## src/rtl/qrte_ram.sv

```systemverilog
// ----------------------------------------------------------------------------
// qrte_ram
// Generic single-write, single-read RAM with registered read data.
// ----------------------------------------------------------------------------
module qrte_ram #(
    parameter int WIDTH = 16,
    parameter int DEPTH = 256
) (
    input  logic                     i_clk,
    input  logic                     i_we,
    input  logic [$clog2(DEPTH)-1:0] i_waddr,
    input  logic [WIDTH-1:0]         i_wdata,
    input  logic [$clog2(DEPTH)-1:0] i_raddr,
    output logic [WIDTH-1:0]         o_rdata
);

    logic [WIDTH-1:0] r_mem [DEPTH];
    logic [WIDTH-1:0] r_rdata;

    always_ff @(posedge i_clk) begin
        if (i_we) begin
            r_mem[i_waddr] <= i_wdata;
        end
        r_rdata <= r_mem[i_raddr];
    end

    assign o_rdata = r_rdata;

endmodule

```

## config.mk

```make
export PLATFORM = sky130hd
export DESIGN_NAME = qrte_ram
export DESIGN_NICKNAME = d
export VERILOG_FILES = /design/src/rtl/qrte_ram.sv
export SDC_FILE = /design/constraint.sdc
export NUM_CORES = 2
export LEC_CHECK = 0
export CORE_ASPECT_RATIO = 1.4
export CORE_MARGIN = 3
export CORE_UTILIZATION = 59
export CTS_BUF_LIST = sky130_fd_sc_hd__clkbuf_8 sky130_fd_sc_hd__clkbuf_16
export DETAILED_ROUTE_END_ITERATION = 12
export DONT_BUFFER_PORTS = 1
export HOLD_SLACK_MARGIN = 0.15
export PLACE_DENSITY = 0.75
export RECOVER_POWER = 25
export SETUP_SLACK_MARGIN = 0.2
export SYNTH_ARGS = -nofsm -noshare
export SYNTH_HDL_FRONTEND = slang
export SYNTH_SLANG_ARGS = --single-unit
```

## constraint.sdc

```tcl
create_clock -name i_clk -period 3.75 [get_ports i_clk]
set_clock_uncertainty 0.2 [all_clocks]
set_input_delay 0.75 -clock i_clk [delete_from_list [all_inputs] [get_ports i_clk]]
set_output_delay 0.75 -clock i_clk [all_outputs]
set_load 0.005 [all_outputs]
```

=== Word level (Yosys, flattened, before mapping) ===
Memory sizes are Yosys's and may differ from the RTL's. A register that Yosys moved wholly into a read port is not among the register bits.
Index checks and enable logic that the tools add are counted.

* Bits in writable memories: 4096
* Logic and storage cells: 3
* Memories kept: 1
* Register bits after elaboration: 0

{| class="wikitable"
|+ Memories
! name !! words !! bits a word !! rd ports !! clocked after Yosys merged registers in !! wr ports !! line !! text
|-
| r_mem || 256 || 16 || 1 || 1 || 1 || 17 || <nowiki>logic [WIDTH-1:0] r_mem [DEPTH];</nowiki>
|}

* Muxes and demuxes: 2

{| class="wikitable"
|+ Operators by type and width
! cell !! number
|-
| two-way mux 1 bit || 2
|}

=== Depth between registers and ports, before layout ===
* Depth in word-level cells: 2
* Mapped depth: 12
* Depth with buffers taken out: 6

=== Least setup slack after synthesis ===
Ideal clock, no wire load.

* Path type: input to register
* Start point: input port i_waddr[3]
* End point: memory r_mem[235][0], enable pin
* Data required time: 3.162 ns
* Stages on the path: 6
* Slack: 0.635 ns
* Path buffers: 3
* Data arrival time: 2.527 ns
* Cells stage by stage: clkbuf_1 -> nor2b_1 -> clkbuf_1 -> nand4_1 -> clkbuf_1 -> nor2_1

{| class="wikitable"
|+ RTL lines
! item !! line !! text
|-
| start: declaration || 11 || <nowiki>input logic [$clog2(DEPTH)-1:0] i_waddr,</nowiki>
|-
| end: declaration || 17 ||
|}

No word-level cell before the write port.

==> reports/metrics.csv <==
metric,value,unit
Worst path depth,9,
final hold violations,109,
vias in the first global route,80803,
post-route ant nets,0,
WL/cell,35.8,µm
Max-Cap Viols,17,
end of the critical path,o_rdata[1],
Place WS,-0.811,ns
"setup slack, reg-to-reg",0.52,ns
Sink Count,4112,
fin nets,8048,
final setup fails,16,
iteration-0 DRC count of the detailed router,11871,
RSZ-0062 raised after global routing,false,
Synth Flop Type,edfxtp_1,
most frequent cells in the layout,"edfxtp_1 (4096), mux4_2 (797), buf_4 (623)",
total track usage,30.2,%
Routability Congestion,0.941,
CTS tree,yes,
grt ovf,0,
syn_area_per_cell,21.6,µm²
reg2reg end,o_rdata[3],
asr flop ratio synth,0,%
Crit. End Element,flip-flop,
port buffer count,0,
row cnt,224,
Crit Path Max Fanout,737,
Die Y,620,µm
critical path cell sequence,or2_4 -> buf_4 -> buf_12 -> buf_12 -> o22ai_1 -> o32ai_1 -> a22oi_2 -> nand4_1 -> nor4_1,
"Slew Viols, Final",3083,
CP arrival,4.92,ns
total CTS buffers,368,
Final period util,115,%
crit path kind,primary input to flip-flop,
DRT Pass-1 Iters,8,
deepest clock path buffer count,4,
WHS,-0.192,ns
FMAX,231,MHz
Post-Layout Cell Count,11822,
Reg-to-Reg Start,r_mem[26][3],
Syn Inst Count,7360,
DRC Markers,0,
largest net degree at the start of global routing,738,
H-tree depth,5,
most used cell along the critical path,buf_12,
die width,444,µm
failing checks,"negative hold slack, max-capacitance violations, max-slew violations, negative setup slack",
Fill cells,16111,
initial core utilization,59.5,%
leakage,57.6,nW
placed cell areas,167000,µm²
CP Buf/Inv Count,3,
DIE AREA,275000,µm²
initial antenna violation count,13,
outcome,"complete, but fails checks",
Final WS setup,-0.572,ns
IO Count,50,
"Seq/Total Area, Yosys",77.7,%
Crit path largest cell delay,0.83,ns
synthesis-to-finish area growth,12.7,%
PwrDens,514,nW/µm²
Syn Std Cell Area,159000,µm²
Post-DP HPWL,233000,µm
yosys warns,0,
distinct cell type count of the synthesized netlist,52,
Worst path slowest cell,or2_4,
Post-Syn Nets,7394,
Peak VDD IR,0.371,mV
Core ar.,267000,µm²
"delay-heaviest family, CP",simple AND/OR/NAND/NOR gates,
Slew HR,-152,%
"commonest non-fill, non-tap cell in the layout",edfxtp_1,
crit start category,primary input,
R2R depth,6,
total number of vias,81606,
"FF+latch count, synth",4112,
root buf cell,clkbuf_16,
drt total wl,423000,µm
final instance area,179000,µm²
clk slew on worst S/H paths,0.06,ns
first-pass GRT wire length,593000,µm
Worst Max-Slew Pin Slew,3.78,ns
worst endpoint required time,4.35,ns
Skew-Pair Late Insertion Delay,0.91,ns
Crit. Startpoint,i_raddr[1],
via/cell ratio,6.90,
share of layout cells above drive strength 1,26.0,%
Post-CTS Setup Repair Bufs,0,
Post-synth EDFFs,4096,
worst hold-check path type,primary input to flip-flop,
placed cells,11101,
minimum clock period,4.32,ns
[power by group]
part	switching, W	internal (W)	total [W]
registers	0.000116	0.0507	0.0508
clock network	0.0163	0.0202	0.0365
logic	0.00280	0.00182	0.00462
total	0.0192	0.0727	0.0920
[cell families after synthesis]
family	count (synthesis)	share of synthesized area (%)
flops	4112	77.7
mux	1450	15.5
compound gates	786	3.54
simple gates	556	1.57
buf+inv	456	1.69
[routing by layer]
metal	global-route usage [%]	vias to the layer above	routed length, µm
met3	6.53	1037	45100
met4	17.6	4	32500
met2	48.2	5465	204000
met1	38.8	42566	141000
met5	0.0349	-	28
li1	-	32534	-
[area by class of cell]
class	instances	area, µm²	area share, %
flip-flops and latches	4112	123000	69.0
multi-input cells	2792	32900	18.4
clock buffers	378	9440	5.28
repair buffers	736	6650	3.72
well taps	3503	4380	2.45
clock inverters	287	2100	1.17
inverters	4	27.5	0.0154
diodes	10	25.0	0.0140
[synth_stat cells (2+ instances only)]
library cell / n / area (µm²)
o221ai_1: 252 / 2210
clkbuf_1: 230 / 863
inv_1: 3 / 11.3
o31ai_1: 16 / 120
or3_1: 2 / 12.5
a22o_1: 32 / 280
mux4_2: 797 / 17900
a22oi_1: 43 / 323
a2111oi_0: 6 / 52.6
o21ai_0: 37 / 185
nor2b_1: 9 / 56.3
o22ai_1: 148 / 926
nand2b_1: 3 / 18.8
and4_1: 2 / 17.5
nor4_1: 17 / 106
buf_12: 5 / 100
buf_6: 77 / 867
nor2_1: 304 / 1140
mux2_2: 88 / 991
a211oi_1: 18 / 135
or2_2: 4 / 25.0
buf_1: 27 / 101
edfxtp_1: 4096 / 123000
nand2_1: 38 / 143
nand4_1: 26 / 163
buf_4: 26 / 195
and3_1: 11 / 68.8
dfxtp_1: 16 / 320
nor3_1: 92 / 460
a21o_1: 2 / 15.0
nand3_1: 35 / 175
nand4b_1: 3 / 26.3
a221oi_1: 28 / 245
a21oi_1: 175 / 876
a31oi_1: 6 / 37.5
buf_2: 76 / 380
o32ai_1: 20 / 175
mux2i_1: 565 / 5660
nor4bb_1: 2 / 20.0
buf_8: 11 / 165
[sequential cells by signal, indices dropped and copies added, names as in the netlist]
name / count
r_mem: 4096
o_rdata: 16
[repair_timing]
item,4_1_cts,5_1_grt
hold endpoints to repair,4067,2453
hold buffers,6,40
setup endpoints to repair,1,4
resized for setup,1,4
pin swaps,0,1
[worst min path at each step]
stage                      startpoint             to  slack (ns)  cells after the start
after floorplan            i_wdata[0]    r_mem[0][0]        0.65                      0
after global placement     i_wdata[4]  r_mem[119][4]        0.69                      0
after detailed placement   i_wdata[4]  r_mem[119][4]        0.68                      0
after CTS                  i_wdata[4]  r_mem[118][4]       -0.26                      0
after global routing      i_wdata[14]  r_mem[83][14]       -0.23                      0
final                     i_wdata[14]  r_mem[69][14]       -0.19                      0
[per-stage QoR]
stage / util (%) / hold WS (ns) / total power (W) / setup TNS (ns)
after floorplan: - / 0.649 / 0.0542 / 0
after global placement: 62.4 / 0.688 / 0.0553 / -4.52
after detailed placement: 62.4 / 0.679 / 0.0554 / -4.75
after CTS: 66.8 / -0.259 / 0.0912 / 0
after global routing: 67.0 / -0.226 / 0.0941 / 0
final: 67.0 / -0.192 / 0.0920 / -6.61
Power figures use the tool's default switching activity.
