$ cat src/rtl/qrte_pkg.sv
// ----------------------------------------------------------------------------
// qrte_pkg
// Shared sizes, codes and types of the Q-routing table engine.
// ----------------------------------------------------------------------------
package qrte_pkg;

    localparam int NODE_COUNT = 16;
    localparam int NODE_W     = (NODE_COUNT > 1) ? $clog2(NODE_COUNT) : 1;
    localparam int CNT_W      = $clog2(NODE_COUNT + 1);
    localparam int LINK_COUNT = NODE_COUNT * NODE_COUNT;
    localparam int LINK_W     = $clog2(LINK_COUNT);

    localparam int Q_W     = 16;
    localparam int CNTR_W  = 32;
    localparam int ALPHA_W = 9;

    localparam logic [Q_W-1:0]     Q_MAX       = '1;
    localparam logic [ALPHA_W-1:0] ALPHA_ONE   = 9'd256;
    localparam logic [ALPHA_W-1:0] ALPHA_RESET = 9'd128;
    localparam logic [3:0]         SINK_RESET  = 4'd0;

    // configuration port
    localparam int CFG_IDX_W  = 1;
    localparam int CFG_DATA_W = 9;
    localparam logic [CFG_IDX_W-1:0] CFG_SINK_NODE     = 1'b0;
    localparam logic [CFG_IDX_W-1:0] CFG_LEARNING_RATE = 1'b1;

    localparam logic OP_LOAD    = 1'b0;
    localparam logic OP_FORWARD = 1'b1;

    typedef enum logic [1:0] {
        ST_LOADED    = 2'd0,
        ST_FORWARDED = 2'd1,
        ST_AT_SINK   = 2'd2,
        ST_NO_ROUTE  = 2'd3
    } t_status;

    // one request into the min-search unit
    typedef struct packed {
        logic              clear;
        logic              en;
        logic              vld;
        logic [Q_W-1:0]    q;
        logic [NODE_W-1:0] idx;
    } t_scan_req;

    typedef struct packed {
        logic              found;
        logic [Q_W-1:0]    q;
        logic [NODE_W-1:0] idx;
    } t_scan_res;

    function automatic logic [LINK_W-1:0] link_addr(input logic [NODE_W-1:0] row,
                                                    input logic [NODE_W-1:0] col);
        logic [LINK_W+NODE_W:0] full;
        full = (LINK_W+NODE_W+1)'(row) * (LINK_W+NODE_W+1)'(NODE_COUNT)
             + (LINK_W+NODE_W+1)'(col);
        return full[LINK_W-1:0];
    endfunction

endpackage

$ cat src/rtl/qrte_minscan.sv
// ----------------------------------------------------------------------------
// qrte_minscan
// Running minimum over a streamed table row; first (lowest id) wins ties.
// ----------------------------------------------------------------------------
module qrte_minscan (
    input  logic               i_clk,
    input  logic               i_rst_n,
    input  qrte_pkg::t_scan_req i_req,
    output qrte_pkg::t_scan_res o_res
);
    import qrte_pkg::*;

    logic              r_found;
    logic [Q_W-1:0]    r_q;
    logic [NODE_W-1:0] r_idx;

    always_ff @(posedge i_clk) begin
        if (!i_rst_n) begin
            r_found <= 1'b0;
        end else if (i_req.clear) begin
            r_found <= 1'b0;
        end else if (i_req.en && i_req.vld && (!r_found || i_req.q < r_q)) begin
            r_found <= 1'b1;
        end
        if (!i_req.clear && i_req.en && i_req.vld && (!r_found || i_req.q < r_q)) begin
            r_q   <= i_req.q;
            r_idx <= i_req.idx;
        end
    end

    assign o_res.found = r_found;
    assign o_res.q     = r_q;
    assign o_res.idx   = r_idx;

endmodule

$ cat config.mk
export PLATFORM = sky130hd
export DESIGN_NAME = qrte_minscan
export DESIGN_NICKNAME = d
export VERILOG_FILES = /design/src/rtl/qrte_pkg.sv /design/src/rtl/qrte_minscan.sv
export SDC_FILE = /design/constraint.sdc
export NUM_CORES = 1
export LEC_CHECK = 0
export BUFFER_PORTS_ARGS = -buffer_cell sky130_fd_sc_hd__buf_2
export CAP_MARGIN = 0
export CORE_MARGIN = 2
export CORE_UTILIZATION = 35
export DETAILED_ROUTE_END_ITERATION = 16
export HOLD_SLACK_MARGIN = 0.15
export PLACE_DENSITY_LB_ADDON = 0.3
export SLEW_MARGIN = 20
export SYNTH_ARGS = -nofsm -noshare
export SYNTH_HDL_FRONTEND = slang
export SYNTH_SLANG_ARGS = --single-unit
$ cat constraint.sdc
create_clock -name i_clk -period 5.95 [get_ports i_clk]
set_input_delay 1.785 -clock i_clk [delete_from_list [all_inputs] [get_ports i_clk]]
set_output_delay 1.785 -clock i_clk [all_outputs]
set_load 0.05 [all_outputs]
After elaboration in Yosys (flattened, before gate mapping)
Cells that the tools add are included.
- reduce and logical (&&, ||, !) cells: 9
- bitwise operators: 1
- magnitude comparators: 1
- operators by type and width (operator ; number):
    $lt A16 B16 Y1 ; 1
    $logic_and A1 B1 Y1 ; 5
    $logic_not A1 Y1 ; 2
    $reduce_or A2 Y1 ; 1
    $logic_or A1 B1 Y1 ; 1
    $not A1 Y1 ; 1
- logic and storage cells: 14
- register bits: 21
- output and inout port bits: 21
- input port bits: 25

Logic depth before layout (Yosys ltp)
Gate-level depths: netlist (run 1).
- depth in word-level cells: 4
- depth in mapped cells: 6
- mapped depth without buffers: 6

Least setup slack after synthesis (run 1)
OpenSTA, ideal clock, no wires.
- path kind: input -> register
- start point: input i_req[17] (netlist name)
- end point: register r_idx[0] (enable)
- arrival: 4.196 ns
- buffers on the path: 0
- stages on the path: 5
- library setup time: 0.430 ns
- data required time: 5.520 ns
- setup slack: 1.325 ns
- cells stage by stage: ha_1 a21oi_1 o21ai_0 or3_1 o32ai_1
- cells in the longest elaborated chain, start to end: 3
- RTL lines (element ; RTL line ; source):
    from (decl) ; qrte_minscan.sv:8 ; input qrte_pkg::t_scan_req i_req,
    $lt A16 B16 Y1 ; qrte_minscan.sv:25 ; if (!i_req.clear && i_req.en && i_req.vld && (!r_found || i_req.q < r_q)) begin
    $logic_or A1 B1 Y1 ; qrte_minscan.sv:25 ;
    $logic_and A1 B1 Y1 ; qrte_minscan.sv:25 ;
    to (signal assigned) ; qrte_minscan.sv:27 ; r_idx <= i_req.idx;
    to (decl) ; qrte_minscan.sv:15 ; logic [NODE_W-1:0] r_idx;
No other way between the ends.
A chain may end at the register's enable or synchronous reset.

Worst setup path in the final report (run 1)
- start point: input i_req[17] (netlist name)
- end point: register r_q[11] (enable)
- cells in the longest elaborated chain, start to end: 3
- RTL lines (element ; RTL line ; source):
    $lt A16 B16 Y1 ; qrte_minscan.sv:25 ;
    $logic_or A1 B1 Y1 ; qrte_minscan.sv:25 ;
    $logic_and A1 B1 Y1 ; qrte_minscan.sv:25 ;
    to (signal assigned) ; qrte_minscan.sv:26 ; r_q <= i_req.q;
    to (decl) ; qrte_minscan.sv:14 ; logic [Q_W-1:0] r_q;
No other way between the ends.

==> results.yml, run 1 <==
clock_network:
  htreeDepth: 1
  path_clk_slew_ps: 130
  cts_buffers: 3
  post_cts_resized: 0
  worstSkewPairLatency_ps: 310
  cts_tree: "yes"
  hold_buffers: 0
  postCtsSetupBuffers: 0
  numClockSinks: 21
  cts-root-buf: "clkbuf_4"
  cts_buffer_depth: 2
die:
  ios: 46
  initial_core_util_pct: 37.7
  coreArea_um2: 2810
  fp.dieH_um: 59.0
  die_x_um: 59.0
  die_area_um2: 3480
  row_count: 19
sta:
  fmax_ghz: 0.276
  fin_skew_ps: 4.43
  slew_headroom_pct: 36.6
  hold_viol_final: 0
  slew_violations: 0
  fin_tns_setup_ps: 0
  fin_crit_ps: 3620
  fin_ws_ps: 2330
  setup_violations: 0
  tightest_slew_ps: 950
  rsz0062_at_grt: "false"
  period_share_pct: 60.9
critical_path:
  cp_cell_sequence: "buf_2 -> ha_1 -> a21oi_1 -> o21ai_0 -> or3_1 -> o32ai_4"
  endpoint_kind: "register"
  worst-path-buf-inv: 1
  crit_type: "primary input to register"
  critPathArrivalTime_ps: 3570
  crit_family: "compound AO/OA/AOI/OAI gates"
  max_stage_delay_ps: 830
  path_max_fanout: 20
  required_ps: 5900
  worst_setup_path_start_kind: "primary input"
  cpMaxStageDelayCell: "o32ai_4"
routing:
  detailroute.via_count: 741
  wl_per_cell_um: 12.3
  drt_iter0_markers: 12
  drc: 3
  ant_nets: 0
  vias_per_cell: 4.69
  routed_wirelength_um: 1950
  firstDrtPassIters: 10
global_route:
  grt_pass1_vias: 755
  grt_pass1_wl_um: 3060
  overflow: 0
  grt.total_usage_pct: 11.9
  grt_antenna_before_repair: 0
  grt_max_degree: 21
synthesis:
  yosys.area.top_type: "edfxtp_1"
  yosysWarnings: 0
  post-synth-top-area-fraction_pct: 56.8
  synth_fp_nets: 119
  ys_types: 20
  ys_seq_area_share_pct: 58.7
  synth.area.top_cells: "edfxtp_1 (57%), ha_1 (18%), inv_1 (5.7%)"
  syn_area_um2: 1060
  yosys_register_bits: 21
  synth_area_per_cell_um2: 13.4
  synth_cells: 79
placement:
  gp_congestion: 0.726
  pre_cts_slack_ps: 1950
  placed_area_um2: 1330
  place_hpwl_um: 1570
  io_buffers: 45
final_layout:
  final_util_pct: 48.6
  syn_to_final_growth_pct: 28.9
  final_cell_mix: "buf_2 (45), edfxtp_1 (20), inv_1 (16)"
  layout-drive-gt1-share_pct: 41.7
  stdcell_area_um2: 1360
  final_common_cell: "buf_2"
  diodes: 0
  nFillCells: 274
  nNetsFinal: 168
power_and_ir_drop:
  vdd_ir_drop_max_mv: 0.0816
  power_density_nw_per_um2: 229
  leakagePower_nw: 0.628
  power_w: 0.000312
hold_path:
  hold_path.class: "register to register"
outcome:
  violations: "DRC"
  status: "finished with violations"
flow_run:
  drv_cap: 0
## synth_stat cells
| library cell | n |
|---|---|
| or3_1 | 1 |
| nand2_8 | 1 |
| ha_1 | 15 |
| o21a_1 | 2 |
| o22ai_1 | 1 |
| a21oi_1 | 6 |
| a2111oi_2 | 1 |
| nand4_1 | 2 |
| nand3b_1 | 1 |
| o21ai_0 | 2 |
| dfxtp_1 | 1 |
| o32ai_1 | 1 |
| nor3b_1 | 1 |
| nand2_1 | 4 |
| or3_4 | 1 |
| inv_1 | 16 |
| edfxtp_1 | 20 |
| buf_4 | 1 |
| a2111oi_1 | 1 |
| nand2b_1 | 1 |
## power by group
part | internal [W] | switching [W] | leakage (nW)
Sequential | 0.000171 | 0.00000296 | 0.194
Combinational | 0.0000214 | 0.0000450 | 0.421
Clock | 0.0000256 | 0.0000463 | 0.0139
Total | 0.000218 | 0.0000942 | 0.628
## path summary, 6_finish.rpt
path	startpoint	endpoint	slack, ps	cells past startpoint
worst max register to register	r_q[13]	r_q[11]	3510	6
worst min register to register	r_found	r_found	570	2
worst max-delay path	i_req[17]	r_q[11]	2330	6
worst min-delay path	r_found	r_found	570	2
## registers in the layout (all words and copies together) (netlist names)
name	cells
r_q	16
r_found	1
r_idx	4
## area by class of cell
class / instances / area [µm²] / share of cell area (%)
clock buffer: 3 / 22.5 / 1.65
timing repair buffer: 45 / 225 / 16.5
sequential: 21 / 621 / 45.5
tap: 31 / 38.8 / 2.85
multi-input combinational: 41 / 388 / 28.5
clock inverter: 1 / 7.51 / 0.551
inverter: 16 / 60.1 / 4.41
## cells by family after synthesis
| family | synth area share [%] |
|---|---|
| buf+inv | 6.39 |
| flops | 58.7 |
| simple gates | 8.17 |
| compound gates | 8.99 |
| fa+ha+maj | 17.8 |
## stage by stage
stage	cells	hold slack [ps]
floorplan	79	500
global placement	154	548
detailed placement	154	558
CTS	158	581
global route	158	624
finish	158	574
## tightest hold or removal path: stages, from the launching register on
cell     delay, ps
dfxtp_1        370
a21oi_1        120
nor3b_1         50
## metal layers
metal	wire [µm]	share of wire (%)	GRT usage (%)
met5	0	0	0
met3	101	5.2	1.54
met1	810	42	13.1
met2	1010	52	21.7
met4	27	1.4	6.82
Power figures use the tool's default switching activity.
==> run 2: changes to the inputs <==
==> constraint.sdc (replaced) <==
create_clock -name i_clk -period 3.3 [get_ports i_clk]
set_input_delay 0.99 -clock i_clk [delete_from_list [all_inputs] [get_ports i_clk]]
set_output_delay 0.99 -clock i_clk [all_outputs]
set_load 0.05 [all_outputs]
==> run 2 against run 1 <==
  * The run still ends with DRC left
  * Clock power is 77% higher
  * Sequential cell count stayed put
  * Register-to-register slack worse by 2600 ps
  * Utilization is 0.13 points lower
  * Worst hold slack better by 13 ps
  * Via count is 1.8% higher
  * Sequential power is 80% higher
  * Critical path depth stayed put
  * Final cell count stayed put
  * Clock skew is 3.3 ps lower
  * Routed wire length is 2.1% higher
  * Setup slack worse by 1900 ps
  * Critical endpoint is now r_q[15]
  * Highest routed layer unchanged
==> results.yml, run 2 (same netlist as run 1, synthesis figures left out) <==
outcome:
  status: "finished with violations"
  violations: "DRC"
global_route:
  grt_pass1_wl_um: 3150
  grt_pass1_vias: 695
  grt.total_usage_pct: 12.3
  grt_max_degree: 21
  overflow: 0
  grt_antenna_before_repair: 0
final_layout:
  diodes: 0
  nNetsFinal: 168
  nFillCells: 265
  ff_latch_area_um2: 621
  largestRegisters: "r_q x16, r_idx x4, r_found x1"
  largest_reg_flops: 16
  largest-register: "r_q"
  multiInputGateArea_um2: 388
  syn_to_final_growth_pct: 28.5
  layout-drive-gt1-share_pct: 40.9
  final_cell_mix: "buf_2 (45), edfxtp_1 (20), inv_1 (16)"
  final_common_cell: "buf_2"
power_and_ir_drop:
  vdd_ir_drop_max_mv: 0.148
  power_w: 0.000560
  p_clk_share_pct: 22.7
  internal_power_w: 0.000393
  comb_power_share_pct: 21.4
  swShare_pct: 29.8
  seqPwrFrac_pct: 55.9
  leakagePower_nw: 0.629
  p_switching_w: 0.000167
  power_density_nw_per_um2: 412
critical_path:
  worst-path-buf-inv: 1
  crit_type: "primary input to register"
  crit_family: "compound AO/OA/AOI/OAI gates"
  r2r_slack_ps: 870
  required_ps: 3250
  max_stage_delay_ps: 840
  critPathArrivalTime_ps: 2770
  endpoint_kind: "register"
  path_max_fanout: 20
  worst_setup_path_start_kind: "primary input"
  cp_cell_sequence: "buf_2 -> ha_1 -> a21oi_1 -> o21ai_0 -> or3_1 -> o32ai_4"
  cpMaxStageDelayCell: "o32ai_4"
routing:
  drt_iter0_markers: 9
  detailroute.via_count: 754
  routed_wirelength_um: 1990
  wl_per_cell_um: 12.6
  firstDrtPassIters: 10
  ant_nets: 0
  drc: 3
  vias_per_cell: 4.77
die:
  initial_core_util_pct: 37.7
  die_x_um: 59.0
  die_area_um2: 3480
  coreArea_um2: 2810
  ios: 46
  row_count: 19
  fp.dieH_um: 59.0
sta:
  fin_tns_setup_ps: 0
  setup_violations: 0
  fin_skew_ps: 1.15
  slew_violations: 0
  tightest_slew_ps: 958
  fin_crit_ps: 2830
  hold_viol_final: 0
  slew_headroom_pct: 36.2
  period_share_pct: 85.7
  rsz0062_at_grt: "false"
  fmax_ghz: 0.354
placement:
  io_buffers: 45
  place_hpwl_um: 1620
  gp_congestion: 0.662
clock_network:
  cts-root-buf: "clkbuf_4"
  htreeDepth: 1
  cts_tree: "yes"
  cts_buffer_depth: 2
  post_cts_resized: 0
  numClockSinks: 21
  cts_buffers: 3
  hold_buffers: 0
  worstSkewPairLatency_ps: 300
  postCtsSetupBuffers: 0
  path_clk_slew_ps: 120
flow_run:
  drv_cap: 0
hold_path:
  hold_path.class: "register to register"
[run 2: cell count changes in the layout (fill, tap and decap cells not counted), sizes merged]
cell / previous run / this run
clkinvlp: 1 / 0
clkbuf: 3 / 4
[run 2: metrics by stage]
| stage | hold slack (ps) | setup slack, ps | utilization [%] | instances | instance area (µm²) |
|---|---|---|---|---|---|
| 3_5_place_dp | 572 | 86.4 | 47.5 | 154 | 1330 |
| 3_3_place_gp | 545 | 138 | 47.5 | 154 | 1330 |
| 5_1_grt | 618 | 313 | 48.4 | 158 | 1360 |
| 2_1_floorplan | 510 | 175 | - | 79 | 1060 |
| 6_report | 587 | 473 | 48.4 | 158 | 1360 |
| 4_1_cts | 591 | 424 | 48.4 | 158 | 1360 |
[run 2: path summary, 6_finish.rpt]
path / from / cells after the start / to
max: i_req[17] / 6 / r_q[15]
min reg2reg: r_found / 2 / r_found
max reg2reg: r_q[13] / 6 / r_q[15]
min: r_found / 2 / r_found
[run 2: worst reg2reg max path, stage by stage, from the launching register on]
cell and delay (ps):
edfxtp_1 400, inv_1 70, ha_1 230, a21oi_1 120, o21ai_0 70, or3_1 350
o32ai_4 840
[run 2: final cells by class]
type,instances,share of cell area [%]
multi-input cells,41,28.5
inverters,16,4.42
well taps,31,2.85
clock buffers,4,1.93
repair buffers,45,16.6
flip-flops and latches,21,45.7
[run 2: metal layers]
metal | track usage [%] | vias up | share of wire, %
li1 | - | 382 | -
met2 | 18.7 | 22 | 49
met5 | 0 | - | 0
met3 | 2.64 | 4 | 5.8
met1 | 16.8 | 346 | 44
met4 | 5.84 | 0 | 1.3
[run 2: power by group through the flow]
stage | sequential, W | combinational, W | clock (W)
final | 0.000313 | 0.000120 | 0.000127
after global routing | 0.000315 | 0.000132 | 0.000138
after CTS | 0.000313 | 0.000122 | 0.000129
after detailed placement | 0.000319 | 0.000121 | 0
after global placement | 0.000318 | 0.000119 | 0
after floorplan | 0.000359 | 0.0000427 | 0
