`src/rtl/qrte_pkg.sv`:
```
// ----------------------------------------------------------------------------
// qrte_pkg
// Shared sizes, codes and types of the Q-routing table engine.
// ----------------------------------------------------------------------------
package qrte_pkg;

    localparam int NODE_COUNT = 16;
    localparam int NODE_W     = (NODE_COUNT > 1) ? $clog2(NODE_COUNT) : 1;
    localparam int CNT_W      = $clog2(NODE_COUNT + 1);
    localparam int LINK_COUNT = NODE_COUNT * NODE_COUNT;
    localparam int LINK_W     = $clog2(LINK_COUNT);

    localparam int Q_W     = 16;
    localparam int CNTR_W  = 32;
    localparam int ALPHA_W = 9;

    localparam logic [Q_W-1:0]     Q_MAX       = '1;
    localparam logic [ALPHA_W-1:0] ALPHA_ONE   = 9'd256;
    localparam logic [ALPHA_W-1:0] ALPHA_RESET = 9'd128;
    localparam logic [3:0]         SINK_RESET  = 4'd0;

    // configuration port
    localparam int CFG_IDX_W  = 1;
    localparam int CFG_DATA_W = 9;
    localparam logic [CFG_IDX_W-1:0] CFG_SINK_NODE     = 1'b0;
    localparam logic [CFG_IDX_W-1:0] CFG_LEARNING_RATE = 1'b1;

    localparam logic OP_LOAD    = 1'b0;
    localparam logic OP_FORWARD = 1'b1;

    typedef enum logic [1:0] {
        ST_LOADED    = 2'd0,
        ST_FORWARDED = 2'd1,
        ST_AT_SINK   = 2'd2,
        ST_NO_ROUTE  = 2'd3
    } t_status;

    // one request into the min-search unit
    typedef struct packed {
        logic              clear;
        logic              en;
        logic              vld;
        logic [Q_W-1:0]    q;
        logic [NODE_W-1:0] idx;
    } t_scan_req;

    typedef struct packed {
        logic              found;
        logic [Q_W-1:0]    q;
        logic [NODE_W-1:0] idx;
    } t_scan_res;

    function automatic logic [LINK_W-1:0] link_addr(input logic [NODE_W-1:0] row,
                                                    input logic [NODE_W-1:0] col);
        logic [LINK_W+NODE_W:0] full;
        full = (LINK_W+NODE_W+1)'(row) * (LINK_W+NODE_W+1)'(NODE_COUNT)
             + (LINK_W+NODE_W+1)'(col);
        return full[LINK_W-1:0];
    endfunction

endpackage

```
`src/rtl/qrte_update.sv`:
```
// ----------------------------------------------------------------------------
// qrte_update
// Two-stage estimate update: Q + round(alpha * (cost + future - Q)), clamped.
// ----------------------------------------------------------------------------
module qrte_update (
    input  logic                          i_clk,
    input  logic                          i_rst_n,
    input  logic                          i_go,
    input  logic [qrte_pkg::ALPHA_W-1:0]  i_alpha,
    input  logic [qrte_pkg::Q_W-1:0]      i_q,
    input  logic [qrte_pkg::Q_W-1:0]      i_cost,
    input  logic [qrte_pkg::Q_W-1:0]      i_future,
    output logic                          o_done,
    output logic [qrte_pkg::Q_W-1:0]      o_result
);
    import qrte_pkg::*;

    localparam int DIFF_W = Q_W + 2;
    localparam int PROD_W = DIFF_W + ALPHA_W + 1;

    logic [ALPHA_W-1:0]       alpha_c;
    logic signed [DIFF_W-1:0] diff;
    logic signed [PROD_W-1:0] prod;
    logic signed [PROD_W-1:0] rounded;
    logic signed [PROD_W-1:0] delta;
    logic signed [PROD_W-1:0] sum;

    logic                     r_v1;
    logic signed [PROD_W-1:0] r_prod;
    logic [Q_W-1:0]           r_q1;
    logic                     r_done;
    logic [Q_W-1:0]           r_result;

    always_comb begin
        alpha_c = (i_alpha > ALPHA_ONE) ? ALPHA_ONE : i_alpha;
        diff    = $signed({2'b00, i_cost}) + $signed({2'b00, i_future})
                - $signed({2'b00, i_q});
        prod    = PROD_W'($signed({1'b0, alpha_c}) * diff);
        rounded = r_prod + PROD_W'(128);
        delta   = rounded >>> 8;            // floor division by 256
        sum     = $signed(PROD_W'(r_q1)) + delta;
    end

    always_ff @(posedge i_clk) begin
        if (!i_rst_n) begin
            r_v1   <= 1'b0;
            r_done <= 1'b0;
        end else begin
            r_v1   <= i_go;
            r_done <= r_v1;
        end
        r_prod <= prod;
        r_q1   <= i_q;
        if (sum < 0) begin
            r_result <= '0;
        end else if (sum > $signed(PROD_W'(Q_MAX))) begin
            r_result <= Q_MAX;
        end else begin
            r_result <= sum[Q_W-1:0];
        end
    end

    assign o_done   = r_done;
    assign o_result = r_result;

endmodule

```
`config.mk`:
```
export PLATFORM = sky130hd
export DESIGN_NAME = qrte_update
export DESIGN_NICKNAME = d
export VERILOG_FILES = /design/src/rtl/qrte_pkg.sv /design/src/rtl/qrte_update.sv
export SDC_FILE = /design/constraint.sdc
export NUM_CORES = 1
export LEC_CHECK = 0
export BUFFER_PORTS_ARGS = -buffer_cell sky130_fd_sc_hd__buf_2
export CORE_MARGIN = 2
export CORE_UTILIZATION = 39
export DETAILED_ROUTE_END_ITERATION = 6
export GPL_ROUTABILITY_DRIVEN = 0
export PLACE_DENSITY = 0.53
export SETUP_SLACK_MARGIN = 0.1
export SYNTH_ARGS = -nofsm -noshare
export SYNTH_HDL_FRONTEND = slang
export SYNTH_SLANG_ARGS = --single-unit
```
`constraint.sdc`:
```
create_clock -name i_clk -period 21 [get_ports i_clk]
set_input_delay 1.05 -clock i_clk [delete_from_list [all_inputs] [get_ports i_clk]]
set_output_delay 1.05 -clock i_clk [all_outputs]
set_load 0.01 [all_outputs]
```
; After elaboration in Yosys (flattened, before gate mapping)
; Cells that the tools add are included.
[word_totals]
reg_bits = 62
latchBits = 0
mem_bits_rw = 0
rom_bits = 0
input_bits = 60
out_inout_bits = 17
wordCells = 15
n_memories = 0
[op_classes]
n_addsub = 4
multipliers = 1
n_div = 0
order_cmp = 3
n_eq_ne = 0
n_shift = 0
n_mux = 2
bitwise = 0
reduce_logical = 0
[op_table]
columns = cell, count
row1 = $add A28 B9 Y28 const B, 1
row2 = $mul A10 B18 Y28, 1
row3 = $add A17 B20 Y21, 1
row4 = $gt A21 B17 Y1 const B, 1
row5 = $lt A21 B1 Y1 const B, 1
row6 = $sub A17 B16 Y18, 1
row7 = $add A16 B16 Y17, 1
row8 = $mux W16, 1
row9 = $gt A9 B9 Y1 const B, 1
row10 = $mux W9, 1

; Longest topological paths before layout
; Gate-level depths: netlist (run 1).
[depth]
ltp_word = 4
ltp_mapped = 31
depth_no_buf = 31

; Least setup slack after synthesis (run 1)
; No wires, ideal clock.
[synth_timing]
path_kind = input to register
startpoint = in i_cost[1] in the netlist's numbering
endpoint = reg r_prod[27]
arrival_time_ns = 8.041
required_ns = 20.870
path_slack_ns = 12.830
stages = 27
cell_sequence = inv_1 > fa_1 > fa_1 > nor2b_1 > o2111ai_1 > and3_1 > o311a_1 > o21bai_1 > xor2_1 > nand2_1 > fa_1 > inv_1 > fa_1 > fa_1 > fa_1 > inv_1 > fa_1 > inv_1 > ha_1 > a21o_1 > a21o_1 > a21oi_1 > o31a_1 > o31ai_4 > a221o_2 > a21oi_1 > xnor3_1
[synth_between]
elab_chain_cells = 3
[synth_lines]
columns = item, line_no
row1 = start: declaration, qrte_update.sv:11  ; input logic [qrte_pkg::Q_W-1:0] i_cost,
row2 = $add A16 B16 Y17, qrte_update.sv:36  ; diff = $signed({2'b00, i_cost}) + $signed({2'b00, i_future})
row3 = $sub A17 B16 Y18, qrte_update.sv:37  ; - $signed({2'b00, i_q});
row4 = $mul A10 B18 Y28, qrte_update.sv:38  ; prod = PROD_W'($signed({1'b0, alpha_c}) * diff);
row5 = via prod[27], qrte_update.sv:23  ; logic signed [PROD_W-1:0] prod;
row6 = end signal: assignment, qrte_update.sv:52  ; r_prod <= prod;
row7 = end: declaration, qrte_update.sv:29  ; logic signed [PROD_W-1:0] r_prod;
; The timed path passes the listed nets, and every way through them passes these cells.
; A chain may end at the register's enable or synchronous reset.

; Worst setup path in the final report (run 1)
[layout_timing]
startpoint = in i_q[1] in the netlist's numbering
endpoint = reg r_prod[27]
[layout_between]
elab_chain_cells = 2
[layout_lines]
columns = item, line_no
row1 = start: declaration, qrte_update.sv:10  ; input logic [qrte_pkg::Q_W-1:0] i_q,
row2 = $sub A17 B16 Y18, qrte_update.sv:37
row3 = $mul A10 B18 Y28, qrte_update.sv:38
row4 = via prod[27], qrte_update.sv:23
; The timed path passes the listed nets, and every way through them passes these cells.

==> results.json, run 1 <==
{
  "min_path_cells": 1,
  "core-area_um2": 23470,
  "rows": 56,
  "drt_pass1_iterations": 4,
  "setup.worst_path.end_class": "register",
  "syn-num-nets": 1381,
  "hold_end": "o_done",
  "hold_class": "register to register",
  "drcViolationCount": 0,
  "cts_tree": "done",
  "yosys.area.top_type": "fa_1",
  "cap_violations": 0,
  "r2r-start": "r_prod[7]",
  "crit_fanout": 9,
  "postSynth.asyncResetShare_pct": 0,
  "fill_cells": 2364,
  "setup_ws_ns": 12.12,
  "initial_core_util_pct": 39.78,
  "syn_to_final_growth_pct": 9.340,
  "ios": 77,
  "fmax_mhz": 112.6,
  "outcome": "finished, final reports clean",
  "synth_top_area_share_pct": 32.16,
  "synth_edf_count": 0,
  "fin_crit_sh_pct": 42.30,
  "post_cts_buffers": 0,
  "path_class": "input pin to register",
  "yosys_warnings": 0,
  "synth_common_cells": "inv_1 (247), fa_1 (150), nand2_1 (111), ha_1 (95), nor2_1 (57)",
  "synth_cells": 1076,
  "worst_pin_slew_ns": 1.031,
  "grt_pass1_vias": 7318,
  "cts.sinks": 55,
  "met2_usage_pct": 30.11,
  "portBuffers": 76,
  "antenna_found_initial": 0,
  "htreeDepth": 2,
  "top_usage_layer": "met2",
  "nNetsFinal": 1448,
  "r2r_end": "o_result[2]",
  "grtUsageMet3_pct": 1.306,
  "place_ws_ns": 11.71,
  "drive_gt1_share_pct": 8.829,
  "fin_tns_setup_ns": 0,
  "cts_root_buf": "clkbuf_16",
  "drt_iter0_markers": 271,
  "grt.overflow.total": 0,
  "report.final.slew_viol_count": 0,
  "groute.usage.overall_pct": 17.90,
  "post_cts_resize_count": 0,
  "grt_pass1_wl_um": 36850,
  "cp_data_required_time_ns": 21.17,
  "setup-violations-final": 0,
  "skew_ns": 0.005423,
  "syn_avg_cell_area_um2": 8.677,
  "hold_buffers": 0,
  "ant_nets": 0,
  "finalHoldViolations": 0,
  "yosysMostFrequentCell": "inv_1",
  "die_x_um": 158.7,
  "dr_total_vias": 6893,
  "hpwl_um": 18320,
  "slew_headroom_pct": 30.77,
  "final.min_clock_period_ns": 8.883,
  "routedWlPerCell_um": 14.69,
  "drt_wl_total_um": 21490,
  "worst_setup_path_start_kind": "input pin",
  "cts_buffer_depth": 2,
  "fp.dieH_um": 158.7,
  "rr_worst_depth": 14,
  "hold_path.startpoint": "r_v1",
  "netlist-cell-type-count": 59,
  "synth-seq-area-share_pct": 11.79,
  "clk_pin_slew_ns": 0.07,
  "cts_made_buffers": 5,
  "viasPerCell": 4.712,
  "dieArea_um2": 25190,
  "worstPathArrival_ns": 9.06,
  "r2r_slack_ns": 16.70,
  "syn_area_um2": 9336,
  "rsz0062_at_grt": "false",
  "diodes": 0,
  "clock_latency_ns": 0.29,
  "use_met1_pct": 25.63,
  "synthTopCellsByArea": "fa_1 (32%), ha_1 (13%), dfxtp_1 (12%)",
  "ys_seq_elements": 55,
  "synthFlopType": "dfxtp_1",
  "grt_max_degree": 33
}
==> stage by stage <==
stage	cells	hold WS [ns]	util (%)	area, µm²
finish	1463	0.4406	43.49	10210
global route	1463	0.4697	43.49	10210
CTS	1463	0.4475	43.49	10210
global placement	1455	0.4397	42.91	10070
floorplan	1076	0.4118	-	9336
detailed placement	1455	0.4281	42.91	10070
==> logic make-up (layout without fill, tap and decap cells) <==
family,Yosys count,after routing,synth area share (%)
simple gates,291,291,14.85
xor+xnor,78,78,7.464
mux,1,1,0.1072
fa+ha+maj,245,245,44.89
flops,55,55,11.79
compound gates,139,139,10.13
buf+inv,267,335,10.76
==> worst max-delay path, cell delays in order <==
cell and delay (ns):
buf_2 0.11, fa_1 0.52, fa_1 0.50, nor2b_1 0.18, o2111ai_1 0.15, and3_1 0.25
o311a_1 0.37, o21ai_1 0.19, nor2_1 0.08, xnor2_1 0.79, nand2_1 0.18, fa_1 0.57
inv_1 0.05, fa_1 0.52, fa_1 0.44, fa_1 0.54, inv_1 0.05, fa_1 0.49
inv_1 0.05, ha_1 0.34, a21o_1 0.18, a21oi_1 0.22, o211ai_1 0.12, o21ai_0 0.15
o31ai_4 0.16, a221o_2 0.40, a21oi_1 0.16, xnor3_1 0.22
==> worst max path at each step <==
stage / depth (start not counted) / to / slack (ns) / from
after global routing: 31 / r_prod[27] / 11.57 / i_q[0]
after detailed placement: 28 / r_prod[27] / 11.71 / i_q[1]
after CTS: 28 / r_prod[27] / 11.97 / i_q[1]
after global placement: 28 / r_prod[27] / 11.71 / i_q[1]
final: 28 / r_prod[27] / 12.12 / i_q[1]
after floorplan: 27 / r_prod[27] / 12.83 / i_cost[1]
==> routing by layer <==
layer | up-vias | wire length [µm]
met1 | 3309 | 10630
met3 | 14 | 664
li1 | 3463 | -
met2 | 107 | 9977
met5 | - | 0
met4 | 0 | 218
==> cell type report <==
| type | instances | area (µm²) | area share (%) |
|---|---|---|---|
| flip-flops and latches | 55 | 1101 | 10.79 |
| inverters | 247 | 927.1 | 9.082 |
| clock inverters | 1 | 5.005 | 0.04903 |
| repair buffers | 80 | 410.4 | 4.020 |
| multi-input cells | 754 | 7233 | 70.85 |
| clock buffers | 7 | 132.6 | 1.299 |
| well taps | 319 | 399.1 | 3.910 |
==> cells in the final DEF (no fill, tap or decap), types with 7 or more instances in the layout <==
master	n
inv_1	247
fa_1	150
nand2_1	111
ha_1	95
buf_2	76
nor2_1	57
dfxtp_1	55
xnor2_1	48
a21oi_1	39
and2_1	38
xor2_1	29
a21o_1	27
o21ai_0	23
nor2b_1	16
nand2b_1	14
nand4_1	14
nand3_1	14
and3_1	10
o21a_1	7
nor3_1	7
==> sequential cells by signal, indices dropped and copies added, names as in the netlist <==
register / flops
o_result: 16
r_q1: 16
o_done: 1
r_v1: 1
r_prod: 21
Power of run 1 is not shown: default switching activity piles up to over one toggle a cycle in this logic, so the estimate is an artifact.
==> run 2: changes to the inputs <==
--- a/config.mk
+++ b/config.mk
@@ -5,6 +5,7 @@
 export SDC_FILE = /design/constraint.sdc
 export NUM_CORES = 1
 export LEC_CHECK = 0
+export ABC_AREA = 1
 export BUFFER_PORTS_ARGS = -buffer_cell sky130_fd_sc_hd__buf_2
 export CORE_MARGIN = 2
 export CORE_UTILIZATION = 39
==> constraint.sdc (replaced) <==
create_clock -name i_clk -period 8.4 [get_ports i_clk]
set_input_delay 0.42 -clock i_clk [delete_from_list [all_inputs] [get_ports i_clk]]
set_output_delay 0.42 -clock i_clk [all_outputs]
set_load 0.01 [all_outputs]
==> results.json, run 2 <==
{
  "outcome": "finished, final reports clean",
  "drcViolationCount": 0,
  "die_x_um": 165.6,
  "clk_pin_slew_ns": 0.07,
  "antenna_found_initial": 0,
  "setup.worst_path.end_class": "register",
  "synthFlopType": "dfxtp_1",
  "clock_latency_ns": 0.30,
  "skew_ns": 0.006411,
  "hold_buffers": 0,
  "cap_violations": 0,
  "path_class": "input pin to register",
  "drt_pass1_iterations": 5,
  "yosys.area.top_type": "fa_1",
  "syn_avg_cell_area_um2": 7.414,
  "fp.dieH_um": 165.6,
  "drt_iter0_markers": 482,
  "grt.overflow.total": 0,
  "holdWs_ns": 0.2521,
  "largest_reg_flops": 21,
  "rsz0062_at_grt": "false",
  "core-area_um2": 25840,
  "critPathTopFamily": "adder cells",
  "drive_gt1_share_pct": 9.704,
  "cts_buffer_depth": 2,
  "synth_top_area_share_pct": 29.48,
  "crit_path_max_incr_delay_ns": 0.54,
  "multi_input_area_um2": 7724,
  "worst_setup_path_start_kind": "input pin",
  "post_cts_resize_count": 0,
  "viasPerCell": 4.763,
  "diodes": 0,
  "worst_pin_slew_ns": 0.8205,
  "synthTopCellsByArea": "fa_1 (29%), inv_1 (13%), ha_1 (12%)",
  "final.min_clock_period_ns": 7.490,
  "grt_pass1_vias": 8898,
  "setup-violations-final": 0,
  "finalHoldViolations": 0,
  "syn-num-nets": 1679,
  "synth_edf_count": 0,
  "grt_pass1_wl_um": 44850,
  "ios": 77,
  "groute.usage.overall_pct": 20.08,
  "crit_fanout": 6,
  "ys_seq_elements": 55,
  "slew_headroom_pct": 44.91,
  "dieArea_um2": 27430,
  "cts_made_buffers": 5,
  "yosysMostFrequentCell": "inv_1",
  "cts.sinks": 55,
  "synth_common_cells": "inv_1 (345), nand2_1 (235), nor2_1 (170), fa_1 (150), ha_1 (95)",
  "postSynth.asyncResetShare_pct": 0,
  "postLayoutCellArea_um2": 11130,
  "nNetsFinal": 1757,
  "post_cts_buffers": 0,
  "final_common_cell": "inv_1",
  "syn_to_final_growth_pct": 9.285,
  "regArea_um2": 1101,
  "htreeDepth": 2,
  "netlist-cell-type-count": 43,
  "fill_cells": 2775,
  "critical-path-slowest-cell": "fa_1",
  "hold_class": "input pin to register",
  "grt_max_degree": 21,
  "fin_tns_setup_ns": 0,
  "utilization_pct": 43.09,
  "critPathBufInv": 8,
  "cts_tree": "done",
  "synth-seq-area-share_pct": 10.81,
  "worstPathArrival_ns": 7.68,
  "ant_nets": 0,
  "initial_core_util_pct": 39.43,
  "fin_crit_sh_pct": 89.17,
  "report.final.slew_viol_count": 0,
  "dpl_cell_area_um2": 10980,
  "final_cell_mix": "inv_1 (345), nand2_1 (235), nor2_1 (170), fa_1 (150), ha_1 (95)",
  "rows": 59,
  "dr_total_vias": 8516,
  "drt_wl_total_um": 26700,
  "hpwl_um": 23510,
  "portBuffers": 76,
  "syn_area_um2": 10190,
  "cp_data_required_time_ns": 8.59,
  "cts_root_buf": "clkbuf_16",
  "fmax_mhz": 133.5,
  "regMostFlops": "r_prod",
  "synth_cells": 1374,
  "yosys_warnings": 0,
  "routedWlPerCell_um": 14.93
}
[run 2: area by class of cell]
| type | count | area share (%) |
|---|---|---|
| well taps | 335 | 3.765 |
| flip-flops and latches | 55 | 9.890 |
| multi-input cells | 960 | 69.38 |
| inverters | 346 | 11.67 |
| repair buffers | 84 | 3.956 |
| clock inverters | 3 | 0.2248 |
| clock buffers | 5 | 1.124 |
[run 2: cell families after synthesis]
group / Yosys count / synth area share [%]
AOI/OAI and AO/OA: 125 / 6.989
xor gates and xnor gates: 64 / 5.502
adders and majority gates: 245 / 41.14
buffers and inverters: 359 / 13.37
DFF: 55 / 10.81
and+or+nand+nor: 526 / 22.18
[run 2: final timing paths]
| path | from | end | slack (ns) | cells after the start |
|---|---|---|---|---|
| max reg2reg | r_prod[7] | o_result[0] | 4.64 | 18 |
| min reg2reg | r_v1 | o_done | 0.42 | 2 |
| min | i_q[4] | r_q1[4] | 0.25 | 1 |
| max | i_q[2] | r_prod[25] | 0.91 | 31 |
[run 2: through the flow]
step / setup slack (ns) / std cells
after global placement: 0.7011 / 1780
after CTS: 0.8958 / 1788
after floorplan: 1.746 / 1374
final: 0.9101 / 1788
after detailed placement: 0.5717 / 1780
after global routing: 0.4664 / 1788
[run 2: per-layer routing]
layer / vias up / track usage (%) / routed length (µm)
met3: 24 / 2.485 / 1212
met5: - / 0 / 0
li1: 4279 / - / -
met4: 0 / 3.251 / 413
met2: 189 / 34.93 / 12670
met1: 4024 / 27.27 / 12400
Power of run 2 is left out for the same reason.
==> run 3: changes to the inputs <==
--- a/config.mk
+++ b/config.mk
@@ -5,12 +5,12 @@
 export SDC_FILE = /design/constraint.sdc
 export NUM_CORES = 1
 export LEC_CHECK = 0
-export ABC_AREA = 1
 export BUFFER_PORTS_ARGS = -buffer_cell sky130_fd_sc_hd__buf_2
 export CORE_MARGIN = 2
 export CORE_UTILIZATION = 39
 export DETAILED_ROUTE_END_ITERATION = 6
 export GPL_ROUTABILITY_DRIVEN = 0
+export GPL_TIMING_DRIVEN = 0
 export PLACE_DENSITY = 0.53
 export SETUP_SLACK_MARGIN = 0.1
 export SYNTH_ARGS = -nofsm -noshare
==> results.json, run 3 (same netlist as run 1, synthesis figures left out) <==
{
  "final_common_cell": "inv_1",
  "critPathLaunch": "i_q[1]",
  "antenna_found_initial": 0,
  "grt_pass1_wl_um": 36740,
  "nNetsFinal": 1482,
  "regMostFlops": "r_prod",
  "htreeDepth": 2,
  "final.min_clock_period_ns": 7.896,
  "clock_latency_ns": 0.30,
  "ant_nets": 0,
  "fmax_mhz": 126.6,
  "diodes": 0,
  "setup-violations-final": 0,
  "cts_tree": "done",
  "setup_ws_ns": 0.5041,
  "cts_root_buf": "clkbuf_16",
  "drt_pass1_iterations": 6,
  "place_ws_ns": -0.5031,
  "portBuffers": 76,
  "drive_gt1_share_pct": 11.80,
  "worst_pin_slew_ns": 0.7435,
  "critical-path-slowest-cell": "fa_1",
  "cp_common_cell": "fa_1",
  "grt_pass1_vias": 7343,
  "syn_to_final_growth_pct": 13.59,
  "viasPerCell": 4.723,
  "core-area_um2": 23470,
  "drt_iter0_markers": 256,
  "cts_made_buffers": 5,
  "worstPathArrival_ns": 8.06,
  "path_class": "input pin to register",
  "cts_buffer_depth": 2,
  "fp.dieH_um": 158.7,
  "cap_violations": 0,
  "slew_headroom_pct": 50.08,
  "setup.worst_path.end_class": "register",
  "rows": 56,
  "crit_fanout": 4,
  "drcViolationCount": 0,
  "initial_core_util_pct": 39.78,
  "critPathBufInv": 4,
  "ios": 77,
  "routedWlPerCell_um": 14.80,
  "outcome": "finished, final reports clean",
  "hold_path.startpoint": "i_q[0]",
  "largest_reg_flops": 21,
  "drt_wl_total_um": 22150,
  "cp_data_required_time_ns": 8.57,
  "rsz0062_at_grt": "false",
  "dr_total_vias": 7070,
  "skew_ns": 0.009175,
  "dieArea_um2": 25190,
  "report.final.slew_viol_count": 0,
  "worst_setup_path_start_kind": "input pin",
  "clk_pin_slew_ns": 0.08,
  "grt_max_degree": 19,
  "crit_path_max_incr_delay_ns": 0.60,
  "grt.overflow.total": 0,
  "groute.usage.overall_pct": 18.05,
  "critPathTopFamily": "adder cells",
  "fill_cells": 2384,
  "r2r_slack_ns": 4.29,
  "finalHoldViolations": 0,
  "hold_class": "input pin to register",
  "holdWs_ns": 0.2432,
  "die_x_um": 158.7,
  "fin_tns_setup_ns": 0,
  "cts.sinks": 55,
  "dp.cells": 1471,
  "r2r-start": "r_prod[7]",
  "final_cell_count_no_fill": 1497,
  "fin_crit_sh_pct": 94.00,
  "hold_buffers": 0,
  "final_cell_mix": "inv_1 (247), fa_1 (148), nand2_1 (111), ha_1 (94), buf_2 (78)",
  "hpwl_um": 18660
}
run 3: changes by cell type in the layout (fill, tap and decap cells not counted), sizes merged, moves of 14 or more:
| cell | previous run | this run |
|---|---|---|
| and2 | 1 | 38 |
| nor2 | 188 | 57 |
| nand2 | 244 | 111 |
| clkbuf | 5 | 22 |
| nand2b | 0 | 14 |
| a21o | 8 | 27 |
| inv | 348 | 247 |
| a21oi | 58 | 40 |
| xnor2 | 26 | 49 |
| nand3 | 46 | 14 |
| nor2b | 0 | 17 |
run 3: final cells by class:
cell class / instances / area [µm²] / share of cell area (%)
well taps: 319 / 399.1 / 3.764
flip-flops and latches: 55 / 1101 / 10.38
inverters: 247 / 927.1 / 8.742
clock inverters: 3 / 25.02 / 0.2360
plain buffers: 20 / 77.57 / 0.7315
clock buffers: 5 / 125.1 / 1.180
multi-input cells: 755 / 7430 / 70.06
repair buffers: 93 / 520.5 / 4.908
run 3: path summary, 6_finish.rpt:
path | endpoint | depth (start not counted)
max | r_prod[27] | 28
min reg2reg | o_done | 1
min | r_q1[0] | 1
max reg2reg | o_result[13] | 16
run 3: per-stage QoR:
| stage | cell area [µm²] | utilization (%) |
|---|---|---|
| after CTS | 10330 | 44.03 |
| after floorplan | 9336 | - |
| final | 10610 | 45.18 |
| after detailed placement | 10120 | 43.10 |
| after global placement | 10120 | 43.10 |
| after global routing | 10610 | 45.18 |
run 3: per-layer routing:
layer | part of all wire (%) | track usage (%)
met1 | 48 | 24.99
met2 | 47 | 30.79
met5 | 0 | 0
met4 | 1.7 | 4.254
met3 | 3.5 | 1.411
run 3: worst reg2reg max path, delay by kind of cell (launching register included):
kind | cells | cell delay (ns)
adders and majority gates | 2 | 0.57
xor gates and xnor gates | 1 | 0.16
buffers and inverters | 2 | 0.40
AOI/OAI and AO/OA | 7 | 1.46
and+or+nand+nor | 4 | 1.05
DFF | 1 | 0.35
run 3: repair_timing:
item | CTS | global route
endpoints found under the setup margin | 2 | 4
resized for setup | 10 | 20
setup buffers | 0 | 17
pin swaps | 0 | 6
gates cloned | 0 | 1
Power of run 3 is left out for the same reason.
